### src/rtl/core/wsd_pkg.sv
package wsd_pkg;

  localparam int unsigned ByteW  = 8;
  localparam int unsigned KindW  = 3;
  localparam int unsigned LenW   = 63;
  localparam int unsigned TdataW = 72;
  localparam int unsigned TuserW = 5;

  typedef struct packed {
    logic [LenW-1:0]  frame_length;
    logic             end_of_frame;
    logic             fin_flag;
    logic [KindW-1:0] frame_kind;
    logic             has_data;
    logic [ByteW-1:0] data_byte;
  } result_t;

endpackage

### src/rtl/core/wsd_in_reg.sv
module wsd_in_reg (
  input  logic                      clk,
  input  logic                      rst,
  input  logic                      s_tvalid,
  output logic                      s_tready,
  input  logic [wsd_pkg::ByteW-1:0] s_tdata,
  input  logic                      advance,
  output logic                      in_valid,
  output logic [wsd_pkg::ByteW-1:0] in_byte
);
  import wsd_pkg::*;

  logic accept;

  assign s_tready = !in_valid || advance;
  assign accept   = s_tvalid && s_tready;

  always_ff @(posedge clk) begin
    if (rst) begin
      in_valid <= 1'b0;
    end else if (accept) begin
      in_valid <= 1'b1;
    end else if (advance) begin
      in_valid <= 1'b0;
    end
  end

  always_ff @(posedge clk) begin
    if (accept) begin
      in_byte <= s_tdata;
    end
  end

endmodule

### src/rtl/core/wsd_parser.sv
module wsd_parser (
  input  logic                      clk,
  input  logic                      rst,
  input  logic                      advance,
  input  logic [wsd_pkg::ByteW-1:0] in_byte,
  output logic                      res_valid,
  output wsd_pkg::result_t          res
);
  import wsd_pkg::*;

  localparam logic [2:0] PH_HDR0  = 3'd0;
  localparam logic [2:0] PH_HDR1  = 3'd1;
  localparam logic [2:0] PH_EXT16 = 3'd2;
  localparam logic [2:0] PH_EXT64 = 3'd3;
  localparam logic [2:0] PH_MASK  = 3'd4;
  localparam logic [2:0] PH_DATA  = 3'd5;

  localparam logic [3:0] OP_TEXT   = 4'h1;
  localparam logic [3:0] OP_BINARY = 4'h2;
  localparam logic [3:0] OP_CLOSE  = 4'h8;
  localparam logic [3:0] OP_PING   = 4'h9;
  localparam logic [3:0] OP_PONG   = 4'hA;

  localparam logic [KindW-1:0] KIND_UNKNOWN = 3'd0;
  localparam logic [KindW-1:0] KIND_TEXT    = 3'd1;
  localparam logic [KindW-1:0] KIND_BINARY  = 3'd2;
  localparam logic [KindW-1:0] KIND_CLOSE   = 3'd3;
  localparam logic [KindW-1:0] KIND_PING    = 3'd4;
  localparam logic [KindW-1:0] KIND_PONG    = 3'd5;

  localparam logic [6:0] LEN_EXT16 = 7'd126;
  localparam logic [6:0] LEN_EXT64 = 7'd127;

  logic [2:0]       phase, phase_next;
  logic [2:0]       count, count_next;
  logic [KindW-1:0] kind, kind_next;
  logic             fin, fin_next;
  logic             masked, masked_next;
  logic [31:0]      key_word, key_word_next;
  logic [LenW-1:0]  length, length_next;
  logic [LenW-1:0]  remaining, remaining_next;

  logic             done_len, done_hdr;
  logic [LenW-1:0]  done_val, hdr_len, len_shift, rem_dec;
  logic [1:0]       offset;
  logic [ByteW-1:0] key_byte;
  logic [2:0]       ext_last;

  function automatic logic [KindW-1:0] kind_of(input logic [3:0] op);
    logic [KindW-1:0] k;
    case (op)
      OP_TEXT:   k = KIND_TEXT;
      OP_BINARY: k = KIND_BINARY;
      OP_CLOSE:  k = KIND_CLOSE;
      OP_PING:   k = KIND_PING;
      OP_PONG:   k = KIND_PONG;
      default:   k = KIND_UNKNOWN;
    endcase
    return k;
  endfunction

  assign len_shift = {length[LenW-ByteW-1:0], in_byte};
  assign rem_dec   = remaining - LenW'(1);
  assign offset    = length[1:0] - remaining[1:0];
  assign ext_last  = (phase == PH_EXT16) ? 3'd1 : 3'd7;

  always_comb begin
    case (offset)
      2'd0:    key_byte = key_word[31:24];
      2'd1:    key_byte = key_word[23:16];
      2'd2:    key_byte = key_word[15:8];
      default: key_byte = key_word[7:0];
    endcase
  end

  always_comb begin
    phase_next     = phase;
    count_next     = count;
    kind_next      = kind;
    fin_next       = fin;
    masked_next    = masked;
    key_word_next  = key_word;
    length_next    = length;
    remaining_next = remaining;
    done_len       = 1'b0;
    done_hdr       = 1'b0;
    done_val       = length;
    res_valid      = 1'b0;
    res            = '0;

    case (phase)
      PH_HDR0: begin
        fin_next   = in_byte[7];
        kind_next  = kind_of(in_byte[3:0]);
        phase_next = PH_HDR1;
      end
      PH_HDR1: begin
        masked_next = in_byte[7];
        count_next  = 3'd0;
        length_next = '0;
        if (in_byte[6:0] == LEN_EXT16) begin
          phase_next = PH_EXT16;
        end else if (in_byte[6:0] == LEN_EXT64) begin
          phase_next = PH_EXT64;
        end else begin
          done_len = 1'b1;
          done_val = LenW'(in_byte[6:0]);
        end
      end
      PH_EXT16, PH_EXT64: begin
        length_next = len_shift;
        if (count >= ext_last) begin
          done_len = 1'b1;
          done_val = len_shift;
        end else begin
          count_next = count + 3'd1;
        end
      end
      PH_MASK: begin
        key_word_next = {key_word[23:0], in_byte};
        if (count >= 3'd3) begin
          done_hdr = 1'b1;
        end else begin
          count_next = count + 3'd1;
        end
      end
      PH_DATA: begin
        remaining_next   = rem_dec;
        res_valid        = 1'b1;
        res.data_byte    = masked ? (in_byte ^ key_byte) : in_byte;
        res.has_data     = 1'b1;
        res.frame_kind   = kind;
        res.fin_flag     = fin;
        res.end_of_frame = (rem_dec == '0);
        res.frame_length = length;
        if (rem_dec == '0) begin
          phase_next = PH_HDR0;
          count_next = 3'd0;
        end
      end
      default: begin
        phase_next = PH_HDR0;
        count_next = 3'd0;
      end
    endcase

    if (done_len) begin
      length_next = done_val;
      count_next  = 3'd0;
      if (masked_next) begin
        key_word_next = '0;
        phase_next    = PH_MASK;
      end else begin
        done_hdr = 1'b1;
      end
    end

    hdr_len = done_len ? done_val : length;

    if (done_hdr) begin
      count_next = 3'd0;
      if (hdr_len == '0) begin
        res_valid        = 1'b1;
        res.frame_kind   = kind_next;
        res.fin_flag     = fin_next;
        res.end_of_frame = 1'b1;
        phase_next       = PH_HDR0;
      end else begin
        remaining_next = hdr_len;
        phase_next     = PH_DATA;
      end
    end
  end

  always_ff @(posedge clk) begin
    if (rst) begin
      phase     <= PH_HDR0;
      count     <= 3'd0;
      kind      <= KIND_UNKNOWN;
      fin       <= 1'b0;
      masked    <= 1'b0;
      key_word  <= '0;
      length    <= '0;
      remaining <= '0;
    end else if (advance) begin
      phase     <= phase_next;
      count     <= count_next;
      kind      <= kind_next;
      fin       <= fin_next;
      masked    <= masked_next;
      key_word  <= key_word_next;
      length    <= length_next;
      remaining <= remaining_next;
    end
  end

  a_marker_is_last: assert property (@(posedge clk) disable iff (rst)
    res_valid && !res.has_data |-> res.end_of_frame && res.frame_length == '0)
    else $error("empty-frame marker not marked as last");

  a_phase_legal: assert property (@(posedge clk) disable iff (rst)
    phase <= PH_DATA)
    else $error("parse phase out of range");

  a_eof_returns: assert property (@(posedge clk) disable iff (rst)
    advance && res_valid && res.end_of_frame |=> phase == PH_HDR0)
    else $error("frame end did not return to header parsing");

  a_data_nonzero_left: assert property (@(posedge clk) disable iff (rst)
    phase == PH_DATA |-> remaining != '0)
    else $error("payload phase with nothing remaining");

endmodule

### src/rtl/core/wsd_out_reg.sv
module wsd_out_reg (
  input  logic             clk,
  input  logic             rst,
  input  logic             load,
  input  wsd_pkg::result_t res,
  output logic             out_free,
  output logic             m_tvalid,
  input  logic             m_tready,
  output wsd_pkg::result_t out_res
);
  import wsd_pkg::*;

  assign out_free = !m_tvalid || m_tready;

  always_ff @(posedge clk) begin
    if (rst) begin
      m_tvalid <= 1'b0;
    end else if (load) begin
      m_tvalid <= 1'b1;
    end else if (m_tready) begin
      m_tvalid <= 1'b0;
    end
  end

  always_ff @(posedge clk) begin
    if (load) begin
      out_res <= res;
    end
  end

endmodule

### src/rtl/core/websocket_frame_deframer_unit.sv
// WebSocket receive-side deframer.
// Slave channel: one received byte per item on s_tdata.
// Master channel: one item per payload byte, or one empty-frame marker for a
// zero-length frame; m_tlast marks the last item of each frame.
// Header bytes (base header, extended length, mask key) produce no item.
// Payload bytes of masked frames leave unmasked with key byte (offset mod 4).
// Path: an accepted byte is registered in the input register, parsed, and its
// result is registered in the output register that drives the master side.
// Throughput: one byte per cycle while the master side takes items; the input
// register then advances every cycle and the result register loads each item.
// Stall: while m_tready is low and a result is held, the parse stage stops
// and s_tready drops once its input register is full.
// Reset (rst, synchronous): clears both stage valids and returns the parser
// to expecting the first header byte of a new frame.
module websocket_frame_deframer_unit (
  input  logic                       clk,
  input  logic                       rst,
  input  logic                       s_tvalid,
  output logic                       s_tready,
  input  logic [wsd_pkg::ByteW-1:0]  s_tdata,  // [7:0] rx_byte
  output logic                       m_tvalid,
  input  logic                       m_tready,
  output logic [wsd_pkg::TdataW-1:0] m_tdata,  // [7:0] data_byte, [70:8] frame_length
  output logic [wsd_pkg::TuserW-1:0] m_tuser,  // [0] has_data, [3:1] frame_kind, [4] fin_flag
  output logic                       m_tlast   // end_of_frame
);
  import wsd_pkg::*;

  logic             in_valid;
  logic [ByteW-1:0] in_byte;
  logic             advance;
  logic             out_free;
  logic             res_valid;
  result_t          res;
  result_t          out_res;

  assign advance = in_valid && out_free;

  wsd_in_reg u_in_reg (
    .clk      (clk),
    .rst      (rst),
    .s_tvalid (s_tvalid),
    .s_tready (s_tready),
    .s_tdata  (s_tdata),
    .advance  (advance),
    .in_valid (in_valid),
    .in_byte  (in_byte)
  );

  wsd_parser u_parser (
    .clk       (clk),
    .rst       (rst),
    .advance   (advance),
    .in_byte   (in_byte),
    .res_valid (res_valid),
    .res       (res)
  );

  wsd_out_reg u_out_reg (
    .clk      (clk),
    .rst      (rst),
    .load     (advance && res_valid),
    .res      (res),
    .out_free (out_free),
    .m_tvalid (m_tvalid),
    .m_tready (m_tready),
    .out_res  (out_res)
  );

  assign m_tdata = {1'b0, out_res.frame_length, out_res.data_byte};
  assign m_tuser = {out_res.fin_flag, out_res.frame_kind, out_res.has_data};
  assign m_tlast = out_res.end_of_frame;

endmodule
### config.mk
export PLATFORM = sky130hd
export DESIGN_NAME = websocket_frame_deframer_unit
export DESIGN_NICKNAME = d
export VERILOG_FILES = /design/src/rtl/core/wsd_pkg.sv /design/src/rtl/core/wsd_in_reg.sv /design/src/rtl/core/wsd_parser.sv /design/src/rtl/core/wsd_out_reg.sv /design/src/rtl/core/websocket_frame_deframer_unit.sv
export SDC_FILE = /design/constraint.sdc
export NUM_CORES = 1
export LEC_CHECK = 0
export BUFFER_PORTS_ARGS = -buffer_cell sky130_fd_sc_hd__buf_4
export CORE_MARGIN = 10
export CORE_UTILIZATION = 61
export DETAILED_ROUTE_END_ITERATION = 12
export GPL_ROUTABILITY_DRIVEN = 0
export PLACE_DENSITY = 0.8
export SLEW_MARGIN = 20
export SYNTH_ARGS = -nofsm -noshare
export SYNTH_HDL_FRONTEND = slang
export SYNTH_SLANG_ARGS = --single-unit
### constraint.sdc
create_clock -name clk -period 8.7 [get_ports clk]
set_input_delay 2.61 -clock clk [delete_from_list [all_inputs] [get_ports clk]]
set_output_delay 2.61 -clock clk [all_outputs]
set_load 0.01 [all_outputs]
==> flow_metrics.py <==
metrics = {
    "outcome": {
        "status": "finished, final reports clean",
    },
    "detailed_routing": {
        "wirelength_um": 40800,
        "drc_errors": 0,
        "ant_nets": 0,
        "drt_first_pass_iters": 6,
        "viasPerCell": 6.90,
        "via_count": 12680,
        "first_iter_violations": 1691,
        "wl_per_cell_um": 22.2,
    },
    "pwr": {
        "power_uw": 3040,
        "p_int_uw": 2150,
        "comb_power_share": 0.193,
        "p_sw_uw": 886,
        "p_leak_uw": 0.00516,
        "p_per_area_nw_per_um2": 204,
        "vdd_drop_max_mv": 0.186,
        "p_clk_frac": 0.381,
        "pwr-share-seq": 0.426,
        "swShare": 0.292,
    },
    "global_routing": {
        "grt_overflow": 0,
        "grt_pass1_vias": 11810,
        "grt_pass1_wl_um": 64000,
        "grt_max_degree": 110,
        "grt.total_usage": 0.272,
        "antenna_found_initial": 0,
    },
    "worst_setup_path": {
        "r2r-end": "u_out_reg.out_res[73]",
        "arrival_ns": 3.32,
        "crit_type": "input pin to output pin",
        "crit_path_end_kind": "output pin",
        "crit_fanout": 5,
        "critPathRequiredTime_ns": 6.09,
        "r2r_start": "u_parser.phase[1]",
        "rr_worst_depth": 13,
        "r2r_setup_slack_ns": 3.08,
        "startpoint_type": "input pin",
    },
    "synth": {
        "synthCells": 1539,
        "ys_warn_count": 0,
        "syn_avg_cell_area_um2": 8.76,
        "ys_top_cells_by_area": "dfxtp_1, edfxtp_1, a21oi_1, nand2_1, nand3_1",
        "synth_area_um2": 13500,
        "ys_types": 83,
        "synth_ff_type": "dfxtp_1",
        "syn_nets": 1558,
        "yosys.area.top_type_share": 0.254,
        "synth_seq_cells": 256,
        "synth_most_common_cell": "nand2_1",
        "ys_seq_area_frac": 0.443,
        "async_reset_ff_frac": 0,
        "yosys.area.top_type": "dfxtp_1",
        "netlist_top_cells_count": "nand2_1, dfxtp_1, a21oi_1",
        "synth_edf_count": 85,
    },
    "clock_network": {
        "holdBufCountCts": 0,
        "cts_root_buf": "clkbuf_16",
        "post_cts_buffers": 0,
        "tritoncts": "done",
        "insertion_delay_ns": 0.55,
        "path_clk_slew_ns": 0.06,
        "htreeDepth": 1,
        "clockBufferDepth": 3,
        "cts_resized": 0,
        "numClockSinks": 256,
        "cts_made_buffers": 27,
    },
    "timing": {
        "setup_violations": 0,
        "maxSlewHeadroom": 0.299,
        "period_minus_slack_ns": 5.93,
        "max_freq_mhz": 169,
        "finClkSkew_ns": 0.0133,
        "setup_tns_ns": 0,
        "final-hold-violation-count": 0,
        "final_max_slew_viol_count": 0,
        "rsz0062_at_grt": "false",
        "tightest_slew_ns": 1.05,
        "min_period_over_period": 0.682,
    },
    "finish": {
        "drive_above_1_share": 0.123,
        "fillers": 1784,
        "final_nets": 1555,
        "fin_area_um2": 14900,
        "area_growth_pct": 10.5,
        "diodes": 0,
    },
    "min_path": {
        "hold_depth": 2,
        "worstHoldEndpoint": "u_parser.key_word[30]",
        "min_path_type": "flip-flop to flip-flop",
        "hp-start": "u_parser.key_word[30]",
    },
    "floorplanning": {
        "die_w_um": 169,
        "rows": 54,
        "num_io_pins": 92,
        "start_util": 0.619,
        "die-area_um2": 28400,
        "die_y_um": 169,
        "coreArea_um2": 21800,
    },
    "placed_design": {
        "portBuffers": 90,
        "placed_cell_area_um2": 14000,
        "hpwlAfterDp_um": 27200,
    },
    "flow_run": {
        "maxCapViolCount": 0,
    },
}
-- routing by layer --
layer,part of all wire,global-route usage
met5,0,0
met4,0.063,0.171
met3,0.11,0.0523
met2,0.46,0.431
met1,0.37,0.335
-- area by class of cell --
type	instances	area, um2	share of cell area
flip-flops and latches	256	5980	0.401
multi-input cells	1124	6780	0.455
clock buffers	42	792	0.0532
inverters	21	78.8	0.00530
well taps	280	350	0.0235
repair buffers	106	812	0.0546
clock inverters	8	98.8	0.00664
-- state kept, by name, indices dropped and copies added (netlist names) --
register            flops
u_parser.kind           3
u_parser.masked         1
u_parser.length        63
u_parser.count          3
u_parser.phase          3
u_out_reg.out_res      77
u_parser.key_word      32
u_in_reg.in_byte        8
u_out_reg.m_tvalid      1
u_parser.fin            1
u_parser.remaining     63
u_in_reg.in_valid       1
-- cells in the final DEF (no fill, tap or decap), types with 5 or more instances in the layout --
cell type    n
xnor2_1     14
or4_1       17
o21ai_0     34
o311a_1      8
a211oi_1    13
buf_4      104
inv_1       20
nor4b_1      9
and2_1      67
o22ai_1     17
nand2_1    186
nand2b_1     9
a21oi_1    154
o211ai_1     5
o32ai_1      7
ha_1         7
a221oi_1    18
a31oi_1     12
nor4_1      48
or3_1       17
mux4_2       8
mux2i_1      9
a2111oi_0   12
clkbuf_8     6
nor3_1      49
xor2_1      16
and3_1       5
edfxtp_1    85
nand4_1     20
a22oi_1     31
a221o_1     18
nand3_1     86
clkbuf_1     9
dfxtp_1    171
nor2_1     107
o31ai_1     18
clkbuf_16   27
and4_1       6
-- worst max-delay path by stage --
stage / startpoint / end / slack (ns) / cells past startpoint
floorplan: m_tready / u_out_reg.out_res[0] / 1.00 / 6
global placement: m_tready / s_tready / 2.78 / 4
detailed placement: m_tready / s_tready / 2.76 / 4
CTS: m_tready / s_tready / 2.76 / 4
global route: m_tready / s_tready / 2.63 / 4
finish: m_tready / s_tready / 2.77 / 4
-- power groups by stage --
| stage | Clock [uW] | Combinational [uW] | Sequential, uW |
|---|---|---|---|
| CTS | 1170 | 571 | 1290 |
| global route | 1210 | 638 | 1300 |
| floorplan | 0 | 456 | 1300 |
| global placement | 0 | 558 | 1320 |
| finish | 1160 | 588 | 1300 |
| detailed placement | 0 | 566 | 1320 |
-- critical path: stages --
cell and delay (ns):
buf_4 0.11, nor2b_1 0.33, nand2_1 0.12, buf_4 0.16
-- through the flow --
step | worst slack (ns) | hold slack, ns | std cells | utilization
after floorplan | 1.00 | 0.433 | 1539 | -
final | 2.77 | 0.452 | 1837 | 0.684
after CTS | 2.76 | 0.455 | 1836 | 0.683
after global routing | 2.63 | 0.475 | 1837 | 0.684
after global placement | 2.78 | 0.439 | 1786 | 0.642
after detailed placement | 2.76 | 0.446 | 1786 | 0.642
-- cell families after synthesis --
kind of cell               synth area share
and+or+nand+nor                       0.259
AOI/OAI and AO/OA                     0.193
DFF                                   0.443
buffers and inverters                0.0579
xor gates and xnor gates             0.0195
muxes                                0.0201
adders and majority gates           0.00650
other                              0.000278
(Power assumes the default switching activity.)
